`src/rtl/core/apsu_pkg.sv`:
```
// Shared types and constants for the anemometer period speed unit.
// Used by every module of the block but apsu_queue; depends on nothing else.
`default_nettype none

package apsu_pkg;

	localparam int unsigned DATA_W = 32;
	localparam int unsigned ADDR_W = 4;
	localparam int unsigned SPEED_W = 32;

	typedef enum logic [1:0] {
		REG_PULSES_PER_REV = 2'd0,
		REG_WARMUP_COUNT   = 2'd1,
		REG_SPEED_SCALE    = 2'd2,
		REG_UNUSED         = 2'd3
	} reg_index_t;

	typedef enum logic {
		OP_CAPTURE = 1'b0,
		OP_REARM   = 1'b1
	} opcode_t;

	typedef struct packed {
		logic [7:0]         pulses_per_rev;
		logic [7:0]         warmup_count;
		logic [SPEED_W-1:0] speed_scale;
	} cfg_t;

	localparam logic [7:0] PULSES_PER_REV_RST = 8'd2;
	localparam logic [7:0] WARMUP_COUNT_RST   = 8'd4;
	localparam logic [SPEED_W-1:0] SPEED_SCALE_RST = '0;
	// The edge counter starts at twice the reset edges per revolution.
	localparam logic [7:0] EDGE_COUNT_RST = 8'(2 * PULSES_PER_REV_RST);

	typedef enum logic [1:0] {
		ST_IDLE,
		ST_DIVIDE,
		ST_FINISH
	} div_state_t;

endpackage

`default_nettype wire

```
`src/rtl/core/apsu_regs.sv`:
```
// Configuration register file behind the APB-style port.
// Depends on apsu_pkg for the register map and the configuration struct.
`default_nettype none

module apsu_regs
	import apsu_pkg::*;
(
	input  wire logic              clk,
	input  wire logic              arst_n,
	input  wire logic              psel,
	input  wire logic              penable,
	input  wire logic              pwrite,
	input  wire logic [ADDR_W-1:0] paddr,
	input  wire logic [DATA_W-1:0] pwdata,
	output logic      [DATA_W-1:0] prdata,
	output logic                   pready,
	output cfg_t                   cfg
);

	cfg_t       cfg_q;
	reg_index_t index;
	logic       write_en;

	assign index    = reg_index_t'(paddr[ADDR_W-1:2]);
	assign write_en = psel && penable && pwrite;
	assign pready   = 1'b1;
	assign cfg      = cfg_q;

	always_ff @(posedge clk or negedge arst_n) begin
		if (!arst_n) begin
			cfg_q.pulses_per_rev <= PULSES_PER_REV_RST;
			cfg_q.warmup_count   <= WARMUP_COUNT_RST;
			cfg_q.speed_scale    <= SPEED_SCALE_RST;
		end else if (write_en) begin
			unique case (index)
				REG_PULSES_PER_REV: cfg_q.pulses_per_rev <= pwdata[7:0];
				REG_WARMUP_COUNT:   cfg_q.warmup_count   <= pwdata[7:0];
				REG_SPEED_SCALE:    cfg_q.speed_scale    <= pwdata[SPEED_W-1:0];
				default: ;
			endcase
		end
	end

	always_comb begin
		unique case (index)
			REG_PULSES_PER_REV: prdata = {24'd0, cfg_q.pulses_per_rev};
			REG_WARMUP_COUNT:   prdata = {24'd0, cfg_q.warmup_count};
			REG_SPEED_SCALE:    prdata = cfg_q.speed_scale;
			default:            prdata = '0;
		endcase
	end

endmodule

`default_nettype wire

```
`src/rtl/core/apsu_front.sv`:
```
// Front end: accepts edge and rearm transactions, counts edges and revolutions,
// and queues the period of each revolution that is published. Uses apsu_pkg.
`default_nettype none

module apsu_front
	import apsu_pkg::*;
#(
	parameter int unsigned STAMP_WIDTH = 32
) (
	input  wire logic                   clk,
	input  wire logic                   arst_n,
	input  wire logic                   in_valid,
	output logic                        in_ready,
	input  wire logic                   opcode,
	input  wire logic [31:0]            timestamp,
	input  wire cfg_t                   cfg,
	output logic                        push,
	output logic      [STAMP_WIDTH-1:0] push_period,
	input  wire logic                   queue_full
);

	logic [7:0]             edge_count_q;
	logic [7:0]             warm_count_q;
	logic [STAMP_WIDTH-1:0] last_stamp_q;
	logic                   armed_q;

	logic [STAMP_WIDTH+31:0] stamp_wide;
	logic [STAMP_WIDTH-1:0]  stamp;
	logic [7:0]              edge_next;
	logic [7:0]              warm_next;
	logic                    accept;
	logic                    is_edge;
	logic                    rev_done;
	logic                    publish;

	// Timestamps are taken modulo 2^STAMP_WIDTH.
	assign stamp_wide = {{STAMP_WIDTH{1'b0}}, timestamp};
	assign stamp      = stamp_wide[STAMP_WIDTH-1:0];

	assign in_ready  = !queue_full;
	assign accept    = in_valid && in_ready;
	assign is_edge   = accept && (opcode_t'(opcode) == OP_CAPTURE) && armed_q;
	assign edge_next = edge_count_q + 8'd1;
	assign warm_next = warm_count_q + 8'd1;
	assign rev_done  = is_edge && (edge_next >= cfg.pulses_per_rev);
	assign publish   = rev_done && (warm_next == cfg.warmup_count);

	assign push        = publish;
	assign push_period = stamp - last_stamp_q;

	always_ff @(posedge clk or negedge arst_n) begin
		if (!arst_n) begin
			edge_count_q <= EDGE_COUNT_RST;
			warm_count_q <= 8'd0;
			last_stamp_q <= '0;
			armed_q      <= 1'b1;
		end else if (accept) begin
			if (opcode_t'(opcode) == OP_REARM) begin
				armed_q <= 1'b1;
			end else if (is_edge) begin
				if (!rev_done) begin
					edge_count_q <= edge_next;
				end else begin
					edge_count_q <= 8'd0;
					last_stamp_q <= stamp;
					if (publish) begin
						warm_count_q <= 8'd0;
						armed_q      <= 1'b0;
					end else begin
						warm_count_q <= warm_next;
					end
				end
			end
		end
	end

endmodule

`default_nettype wire

```
`src/rtl/core/apsu_queue.sv`:
```
// Two-entry queue of periods between the front end and the divider.
// Standalone apart from the shared net type conventions.
`default_nettype none

module apsu_queue #(
	parameter int unsigned WIDTH = 32
) (
	input  wire logic             clk,
	input  wire logic             arst_n,
	input  wire logic             push,
	input  wire logic [WIDTH-1:0] push_data,
	output logic                  full,
	output logic                  pop_valid,
	input  wire logic             pop_ready,
	output logic      [WIDTH-1:0] pop_data
);

	logic [WIDTH-1:0] entry_q [2];
	logic             wr_ptr_q;
	logic             rd_ptr_q;
	logic [1:0]       count_q;
	logic             pop;

	assign full      = (count_q == 2'd2);
	assign pop_valid = (count_q != 2'd0);
	assign pop       = pop_valid && pop_ready;
	assign pop_data  = entry_q[rd_ptr_q];

	always_ff @(posedge clk) begin
		if (push) begin
			entry_q[wr_ptr_q] <= push_data;
		end
	end

	always_ff @(posedge clk or negedge arst_n) begin
		if (!arst_n) begin
			wr_ptr_q <= 1'b0;
			rd_ptr_q <= 1'b0;
			count_q  <= 2'd0;
		end else begin
			if (push) begin
				wr_ptr_q <= !wr_ptr_q;
			end
			if (pop) begin
				rd_ptr_q <= !rd_ptr_q;
			end
			count_q <= count_q + {1'b0, push} - {1'b0, pop};
		end
	end

endmodule

`default_nettype wire

```
`src/rtl/core/apsu_back.sv`:
```
// Back end: a restoring divider, one quotient bit a cycle, that turns a period
// into speed_scale / period, and the output register. Uses apsu_pkg.
`default_nettype none

module apsu_back
	import apsu_pkg::*;
#(
	parameter int unsigned STAMP_WIDTH = 32
) (
	input  wire logic                   clk,
	input  wire logic                   arst_n,
	input  wire logic                   job_valid,
	output logic                        job_ready,
	input  wire logic [STAMP_WIDTH-1:0] job_period,
	input  wire logic [SPEED_W-1:0]     speed_scale,
	output logic                        out_valid,
	input  wire logic                   out_ready,
	output logic      [SPEED_W-1:0]     speed
);

	localparam int unsigned CNT_W = $clog2(SPEED_W);

	div_state_t state_q;
	div_state_t state_next;

	logic [STAMP_WIDTH-1:0] divisor_q;
	logic [STAMP_WIDTH-1:0] rem_q;
	logic [SPEED_W-1:0]     quot_q;
	logic [CNT_W-1:0]       count_q;
	logic                   out_valid_q;
	logic [SPEED_W-1:0]     speed_q;

	logic [STAMP_WIDTH:0] trial;
	logic                 fits;
	logic                 out_free;
	logic                 start;
	logic                 load_out;

	// A zero divisor makes every trial fit, so the quotient saturates to all ones.
	assign trial    = {rem_q, quot_q[SPEED_W-1]};
	assign fits     = trial >= {1'b0, divisor_q};
	assign out_free = !out_valid_q || out_ready;

	always_comb begin
		state_next = state_q;
		unique case (state_q)
			ST_IDLE:   if (job_valid) state_next = ST_DIVIDE;
			ST_DIVIDE: if (count_q == CNT_W'(SPEED_W - 1)) state_next = ST_FINISH;
			ST_FINISH: if (out_free) state_next = ST_IDLE;
			default:   state_next = ST_IDLE;
		endcase
	end

	always_comb begin
		job_ready = 1'b0;
		load_out  = 1'b0;
		unique case (state_q)
			ST_IDLE:   job_ready = 1'b1;
			ST_DIVIDE: ;
			ST_FINISH: load_out = out_free;
			default:   ;
		endcase
	end

	assign start = job_valid && job_ready;

	always_ff @(posedge clk or negedge arst_n) begin
		if (!arst_n) begin
			state_q     <= ST_IDLE;
			count_q     <= '0;
			out_valid_q <= 1'b0;
		end else begin
			state_q <= state_next;
			if (start) begin
				count_q <= '0;
			end else if (state_q == ST_DIVIDE) begin
				count_q <= count_q + CNT_W'(1);
			end
			if (load_out) begin
				out_valid_q <= 1'b1;
			end else if (out_ready) begin
				out_valid_q <= 1'b0;
			end
		end
	end

	always_ff @(posedge clk) begin
		if (start) begin
			divisor_q <= job_period;
			rem_q     <= '0;
			quot_q    <= speed_scale;
		end else if (state_q == ST_DIVIDE) begin
			if (fits) begin
				rem_q <= STAMP_WIDTH'(trial - {1'b0, divisor_q});
			end else begin
				rem_q <= trial[STAMP_WIDTH-1:0];
			end
			quot_q <= {quot_q[SPEED_W-2:0], fits};
		end
		if (load_out) begin
			speed_q <= quot_q;
		end
	end

	assign out_valid = out_valid_q;
	assign speed     = speed_q;

endmodule

`default_nettype wire

```
`src/rtl/core/anemometer_period_speed_unit.sv`:
```
// Anemometer period speed unit: top level joining registers, front end, queue
// and divider. Depends on apsu_pkg and the apsu_* modules.
`default_nettype none

// Each capture transaction is handled by the front end in the cycle it is
// accepted; edges while disarmed and rearm transactions leave no result. When
// warmup_count revolutions are complete, the period of the last one goes
// through a two-entry queue to a restoring divider that produces one quotient
// bit per cycle. The period is registered in the queue, taken by the idle
// divider, divided in 32 steps and then loaded into the output register once
// that register is free. The divider takes a new period only when it is idle;
// input transactions are taken whenever the queue has room. A zero period
// yields 0xFFFFFFFF. STAMP_WIDTH sets the timer width used for the period.

module anemometer_period_speed_unit
	import apsu_pkg::*;
#(
	parameter int unsigned STAMP_WIDTH = 32
) (
	input  wire logic              clk,
	input  wire logic              arst_n,
	input  wire logic              psel,
	input  wire logic              penable,
	input  wire logic              pwrite,
	input  wire logic [ADDR_W-1:0] paddr,
	input  wire logic [DATA_W-1:0] pwdata,
	output logic      [DATA_W-1:0] prdata,
	output logic                   pready,
	input  wire logic              in_valid,
	output logic                   in_ready,
	input  wire logic              opcode,
	input  wire logic [31:0]       timestamp,
	output logic                   out_valid,
	input  wire logic              out_ready,
	output logic      [SPEED_W-1:0] speed
);

	cfg_t                   cfg;
	logic                   push;
	logic [STAMP_WIDTH-1:0] push_period;
	logic                   queue_full;
	logic                   job_valid;
	logic                   job_ready;
	logic [STAMP_WIDTH-1:0] job_period;

	apsu_regs u_regs (
		.clk     (clk),
		.arst_n  (arst_n),
		.psel    (psel),
		.penable (penable),
		.pwrite  (pwrite),
		.paddr   (paddr),
		.pwdata  (pwdata),
		.prdata  (prdata),
		.pready  (pready),
		.cfg     (cfg)
	);

	apsu_front #(
		.STAMP_WIDTH (STAMP_WIDTH)
	) u_front (
		.clk         (clk),
		.arst_n      (arst_n),
		.in_valid    (in_valid),
		.in_ready    (in_ready),
		.opcode      (opcode),
		.timestamp   (timestamp),
		.cfg         (cfg),
		.push        (push),
		.push_period (push_period),
		.queue_full  (queue_full)
	);

	apsu_queue #(
		.WIDTH (STAMP_WIDTH)
	) u_queue (
		.clk       (clk),
		.arst_n    (arst_n),
		.push      (push),
		.push_data (push_period),
		.full      (queue_full),
		.pop_valid (job_valid),
		.pop_ready (job_ready),
		.pop_data  (job_period)
	);

	apsu_back #(
		.STAMP_WIDTH (STAMP_WIDTH)
	) u_back (
		.clk         (clk),
		.arst_n      (arst_n),
		.job_valid   (job_valid),
		.job_ready   (job_ready),
		.job_period  (job_period),
		.speed_scale (cfg.speed_scale),
		.out_valid   (out_valid),
		.out_ready   (out_ready),
		.speed       (speed)
	);

endmodule

`default_nettype wire
```
`config.mk`:
```
export PLATFORM = sky130hd
export DESIGN_NAME = anemometer_period_speed_unit
export DESIGN_NICKNAME = d
export VERILOG_FILES = /design/src/rtl/core/apsu_pkg.sv /design/src/rtl/core/apsu_regs.sv /design/src/rtl/core/apsu_front.sv /design/src/rtl/core/apsu_queue.sv /design/src/rtl/core/apsu_back.sv /design/src/rtl/core/anemometer_period_speed_unit.sv
export SDC_FILE = /design/constraint.sdc
export NUM_CORES = 1
export LEC_CHECK = 0
export BUFFER_PORTS_ARGS = -buffer_cell sky130_fd_sc_hd__clkbuf_2
export CAP_MARGIN = 40
export CORE_UTILIZATION = 49
export CTS_CLUSTER_DIAMETER = 150
export DETAILED_ROUTE_END_ITERATION = 10
export PLACE_DENSITY_LB_ADDON = 0.2
export SLEW_MARGIN = 0
export SYNTH_ARGS = -nofsm -noshare
export SYNTH_HDL_FRONTEND = slang
export SYNTH_SLANG_ARGS = --single-unit
```
`constraint.sdc`:
```
create_clock -name clk -period 4.6 [get_ports clk]
set_input_delay 0 -clock clk [delete_from_list [all_inputs] [get_ports clk]]
set_output_delay 0 -clock clk [all_outputs]
set_load 0.02 [all_outputs]
```
======== Word-level counts from Yosys, hierarchy flattened ========
Memories as Yosys holds them, arrays and structs flattened. A register that Yosys moved wholly into a read port is not among the register bits.
Cells that the tools add are included.
word-level totals
  register bits after elaboration ......... 205
  bits in latches ......................... 0
  memory bits (writable) .................. 64
  memory bits (read-only) ................. 0
  input bits .............................. 76
  output and inout port bits .............. 67
  word-level logic and storage cells ...... 87
  memories kept ........................... 1
operators by class
  add/sub/neg operators ................... 7
  multiply operators ...................... 0
  divide/modulo/power cells ............... 0
  $lt $le $gt $ge ......................... 2
  equality and inequality tests ........... 10
  shift operators ......................... 0
  multiplexer cells ....................... 22
  bitwise operators ....................... 1
  reduce and logical (&&, ||, !) cells .... 28
memories
  name             words  bits a word  read ports  clocked after Yosys merged registers in  wr ports  RTL line          source
  u_queue.entry_q  2      32           1           1                                        1         apsu_queue.sv:18  logic [WIDTH-1:0] entry_q [2];
operators with widths
  kind                                                                    count
  32-bit two-way mux                                                      3
  32-bit one-hot mux with 3 select lines                                  1
  32-bit subtractor                                                       2
  33-bit by 32-bit greater-or-equal comparator with 1-bit output          1
  8-bit by 1-bit adder with 8-bit output (second input constant)          2
  8-bit two-way mux                                                       2
  2-bit nonzero test                                                      6
  1-bit two-way mux                                                       10
  5-bit two-way mux                                                       2
  8-bit equality test                                                     1
  8-bit greater-or-equal comparator                                       1
  1-bit logical AND                                                       8
  4-bit AND reduction                                                     2
  2-bit equality test (second input constant)                             3
  2-bit two-way mux                                                       3
  2-bit by 1-bit != test with 1-bit output (second input constant)        3
  2-bit one-hot mux with 3 select lines                                   1
  2-bit AND reduction                                                     3
  3-bit AND reduction                                                     2
  5-bit by 1-bit adder with 5-bit output (second input constant)          1
  5-bit equality test (second input constant)                             1
  2-bit by 1-bit equality test with 1-bit output (second input constant)  2
  1-bit zero test                                                         4
  2-bit zero test                                                         2
  4 further kinds                                                         4

======== Longest topological paths before layout ========
  depth after elaboration ................. 11
  mapped depth ............................ 13
  gate-level depth less buffers ........... 12

======== By module ========
A second synthesis with hierarchy kept.
second synthesis, totals
  cells, all modules ...................... 1478
  area, all modules ....................... 15879.0 sq um
modules (own cells, without submodules)
  module      times used  cells each  area an instance (sq um)  sequential area each (sq um)
  apsu_back   1           672         6831.6                    3723.6
  apsu_front  1           529         4189.0                    1228.7
  apsu_queue  1           117         2662.6                    2021.9
  apsu_regs   1           160         2195.9                    1203.7

======== Least setup slack after synthesis ========
OpenSTA, ideal clock, no wires.
  path type ............................... reg2reg
  start ................................... reg u_front.edge_count_q[0]
  end ..................................... mem u_queue.entry_q[0][0], enable pin
  library setup time ...................... 425 ps
  arrival time ............................ 3608 ps
  data required time ...................... 4175 ps
  path slack .............................. 567 ps
  stages on the path, launching flop included .. 12
  clock period less this slack ............ 4033 ps
  cell sequence ........................... dfrtp_1 > and3_1 > and3_1 > and3_1 > xor2_1 > ha_1 > nor2_1 > nor2_1 > o211ai_1 > clkbuf_1 > nor2b_1 > nor2b_1
on the way
  longest elaborated chain between the ends .. 6
ends and longest elaborated chain
  element                                  RTL line                            source
  from (decl)                              apsu_front.sv:22                    logic [7:0] edge_count_q;
  from (signal assigned)                   apsu_front.sv:62                    edge_count_q <= edge_next;
  8-bit by 1-bit adder with 8-bit output   apsu_front.sv:43                    assign edge_next = edge_count_q + 8'd1;
  8-bit greater-or-equal comparator        apsu_front.sv:45                    assign rev_done = is_edge && (edge_next >= cfg.pulses_per_rev);
  1-bit logical AND                        apsu_front.sv:45
  1-bit logical AND                        apsu_front.sv:46                    assign publish = rev_done && (warm_next == cfg.warmup_count);
  via push                                 anemometer_period_speed_unit.sv:39  logic push;
  1-bit two-way mux                        apsu_queue.sv:30                    if (push) begin
  1-bit two-way mux (implied by the code)  apsu_queue.sv:31                    entry_q[wr_ptr_q] <= push_data;
  to (decl)                                apsu_queue.sv:18
The timed path passes the listed nets, and every way through them passes these cells.

======== Final worst setup path ========
  start ................................... reg u_front.warm_count_q[0]
  end ..................................... mem u_queue.entry_q[0][21], enable pin
on the way
  longest elaborated chain between the ends .. 5
ends and longest elaborated chain
  element                                  RTL line                            source
  from (decl)                              apsu_front.sv:23                    logic [7:0] warm_count_q;
  from (signal assigned)                   apsu_front.sv:70                    warm_count_q <= warm_next;
  8-bit by 1-bit adder with 8-bit output   apsu_front.sv:44                    assign warm_next = warm_count_q + 8'd1;
  8-bit equality test                      apsu_front.sv:46
  1-bit logical AND                        apsu_front.sv:46
  via push                                 anemometer_period_speed_unit.sv:39
  1-bit two-way mux                        apsu_queue.sv:30
  1-bit two-way mux (implied by the code)  apsu_queue.sv:31
The timed path passes the listed nets, and every way through them passes these cells.

==> metrics.md <==
| Metric | Value |
|---|---|
| Synth area leaders | `edfxtp_1 (31%), dfrtp_1 (17%), mux2_2 (7.6%), ha_1 (6.2%), nand2_1 (4.7%)` |
| Gr usage total | `20.12%` |
| Leakage | `7.920 nW` |
| Buffers on Ports | `139` |
| Synthesis warning total | `0` |
| CTS tree | `done` |
| Synth Net Count | `1566` |
| Worst Max-Slew Pin Slew | `0.8041 ns` |
| CP Class | `reg -> reg` |
| Core area | `30830 um2` |
| Number of flops mapped to enable cells by yosys | `160` |
| Share of the synthesized area in the top cell type | `31.09%` |
| Post-DP HPWL | `22190 um` |
| Peak VDD IR | `0.4130 mV` |
| Synth Register Bits | `301` |
| Critical path origin | `u_front.warm_count_q[0]$_DFFE_PN0P_` |
| Tcrit/Tclk final | `71.14%` |
| Fraction of layout cells with a size suffix above 1 | `20.35%` |
| Max Fclk | `0.3056 GHz` |
| Final Hold Vio Count | `0` |
| Layout Nets | `1771` |
| Initial DRT Pass Iterations | `8` |
| Wire per inst | `15.85 um` |
| Max Cap Viol | `0` |
| Die height | `179.6 um` |
| Worst reg2reg startpoint | `u_front.warm_count_q[0]$_DFFE_PN0P_` |
| # IOs | `143` |
| Clock Path Buffers | `3` |
| H-tree levels | `2` |
| Dpl cell area | `16580 um2` |
| Arrival time of the worst setup path | `3.43 ns` |
| Final Non-Filler Cells | `2037` |
| Worst reg2reg setup slack | `1.33 ns` |
| Root buf cell | `clkbuf_16` |
| DIE AREA | `32250 um2` |
| Distinct cells, synth | `67` |
| Worst hold path cell count | `4` |
| Post-Layout Inst Area | `18370 um2` |
| Failing checks | `design-rule violations` |
| Via density | `5.409` |
| Skew final | `0.008961 ns` |
| Synth async-reset ratio | `36.21%` |
| Dpl cells | `1908` |
| Final min period | `3.272 ns` |
| Cells on worst reg2reg path | `9` |
| Vias in the first global route | `10.91k` |
| CP Max Fanout | `32` |
| Yosys top cell by area | `edfxtp_1` |
| Seq/Total Area, Yosys | `52.91%` |
| Die X | `179.6 um` |
| Routability cong. | `0.8710` |
| DRC viols | `6` |
| WL final | `32290 um` |
| Syn_area_per_cell | `10.95 um2` |
| Slew Viols, Final | `0` |
| Cells after Synth | `1411` |
| Antenna Nets Post-Route | `0` |
| Status | `finished with violations` |
| Critical Path RT | `4.75 ns` |
| Clk_lat worst skew | `0.50 ns` |
| P&R area growth vs syn | `18.83%` |
| PD cells | `591.1 nW/um2` |
| Worst setup endpoint | `u_queue.entry_q[0][21]$_DFFE_PP_` |
| Worst relative slew slack | `46.39%` |
| Fill cell count | `2513` |
| Reg2reg end | `u_queue.entry_q[0][21]$_DFFE_PP_` |
| Synth Flop Type | `edfxtp_1` |
| CTS Sinks | `301` |
| Sum Neg Setup Slack | `0 ns` |
| TritonCTS buffer count | `34` |
| Via count | `11.02k` |
| Final setup violation count | `0` |
| Cell area after synthesis | `15450 um2` |
| Reg clk slew, reported paths | `0.06 ns` |
| Total grt overflow | `0` |
| N_diodes | `0` |
| CP Launch Type | `flip-flop` |
| Total power | `10.86 mW` |
| First-pass GRT wire length | `53440 um` |
| Largest net degree at the start of global routing | `61` |
| Starting density of the core | `50.13%` |
| CP endpoint kind | `flip-flop` |
| RSZ-0062 raised after global routing | `no` |
| Tightest Hold Check Type | `in -> reg` |
| Row cnt | `64` |
| DRT iter0 DRCs | `643` |
| Initial antenna violation count | `0` |
cell families (layout without fill, tap and decap cells):
logic type / after synthesis / after routing / share of synthesized area [%]
other: 1 / 1 / 0.02426
adders and majority gates: 79 / 79 / 6.493
buffers and inverters: 143 / 373 / 3.700
muxes: 113 / 113 / 8.161
and+or+nand+nor: 419 / 419 / 12.86
xor gates and xnor gates: 81 / 81 / 4.590
DFF: 301 / 301 / 52.91
AOI/OAI and AO/OA: 274 / 274 / 11.26
worst min path at each step:
| stage | start | endpoint | slack [ns] |
|---|---|---|---|
| 6_report | in_valid | u_front.edge_count_q[7]$_DFFE_PN0P_ | 0.02 |
| 5_1_grt | in_valid | u_front.edge_count_q[7]$_DFFE_PN0P_ | 0.04 |
| 4_1_cts | in_valid | u_front.edge_count_q[7]$_DFFE_PN0P_ | 0.002 |
| 3_5_place_dp | arst_n | u_front.last_stamp_q[16]$_DFFE_PN0P_ | 0.03 |
| 3_3_place_gp | arst_n | u_front.last_stamp_q[16]$_DFFE_PN0P_ | 0.03 |
| 2_1_floorplan | arst_n | u_back.count_q[0]$_DFFE_PN0P_ | -0.30 |
critical path: stages (launching register included):
cell     delay [ns]
dfrtp_1        0.42
ha_1           0.29
nand3_1        0.11
xor2_1         0.24
xor2_1         0.17
nand2_1        0.10
nor4_4         0.47
nor2b_1        0.51
nor2b_2        0.23
buf_4          0.37
layout by cell type (no fill, tap or decap), types with 11 or more instances in the layout:
cell             n
nand2_1        194
edfxtp_1       160
clkbuf_2       138
dfrtp_1        105
mux2_2         104
inv_1           88
o21ai_0         84
ha_1            77
a21oi_1         69
dlygate4sd3_1   68
nand3_1         53
xnor2_1         50
nor2_1          47
clkbuf_16       35
dfxtp_1         32
xor2_1          31
and2_1          29
a21o_1          20
nor3_1          15
buf_4           15
nand2b_1        14
and3_1          14
o31ai_1         13
nand4_1         11
through the flow:
| stage | setup WS, ns | hold slack, ns | utilization (%) |
|---|---|---|---|
| floorplan | 0.5670 | -0.2956 | - |
| global placement | 1.319 | 0.02931 | 53.65 |
| detailed placement | 1.309 | 0.03204 | 53.79 |
| CTS | 1.288 | 0.002221 | 59.57 |
| global route | 0.9998 | 0.03748 | 59.57 |
| finish | 1.328 | 0.02014 | 59.57 |
per-layer routing:
layer  vias up  track usage, %  part of all wire, %  wire, um
li1       5501               -                    -         -
met4         0           6.310                  2.6       838
met1      5231           27.15                   47     15130
met2       221           33.81                   47     15240
met5         -               0                    0         0
met3        65           2.654                  3.4      1083
Yosys cell counts, drive strengths merged, types with 4 or more instances:
master,count
o211ai,10
o2111ai,4
or2,5
dfrtp,105
o31ai,14
xnor2,50
nand2b,14
dfxtp,32
nand4,11
a21oi,69
nor3,15
dfstp,4
a22o,4
nand3,53
ha,77
a31oi,7
mux2i,9
a211oi,5
mux2,104
clkbuf,39
o311ai,16
inv,89
edfxtp,160
nor2b,13
buf,15
and3,14
or3,7
o21ai,88
a32oi,8
o21a,6
nor2,47
a21o,20
nand2,194
xor2,31
and2,29
flip-flops by register name (all words and copies together), names as in the netlist, 2 cells and up:
| register | count |
|---|---|
| u_queue.entry_q | 64 |
| u_regs.cfg | 48 |
| u_back.divisor_q | 32 |
| u_back.quot_q | 32 |
| u_back.rem_q | 32 |
| u_back.speed | 32 |
| u_front.last_stamp_q | 32 |
| u_front.edge_count_q | 8 |
| u_front.warm_count_q | 8 |
| u_back.count_q | 5 |
| u_back.state_q | 2 |
| u_queue.count_q | 2 |
report_power, final:
group	internal, mW	total (mW)	switching [mW]
registers	3.74	4.11	0.372
clock network	1.61	2.66	1.05
logic	1.74	4.09	2.35
what timing repair did:
item | CTS | global route
hold endpoints to repair | 132 | 0
hold buffers | 68 | 0
gates resized for setup | 0 | 0
buffers inserted | 0 | 0
area by class of cell:
| cell class | count | area (um2) | area share, % |
|---|---|---|---|
| clock buffer | 46 | 937.1 | 5.103 |
| clock inverter | 15 | 165.2 | 0.8993 |
| inverter | 89 | 334.1 | 1.819 |
| multi-input combinational | 967 | 6729 | 36.64 |
| sequential | 301 | 8178 | 44.53 |
| tap | 396 | 495.5 | 2.698 |
| timing repair buffer | 223 | 1526 | 8.312 |
No activity file was read; power rests on OpenSTA's default activity.
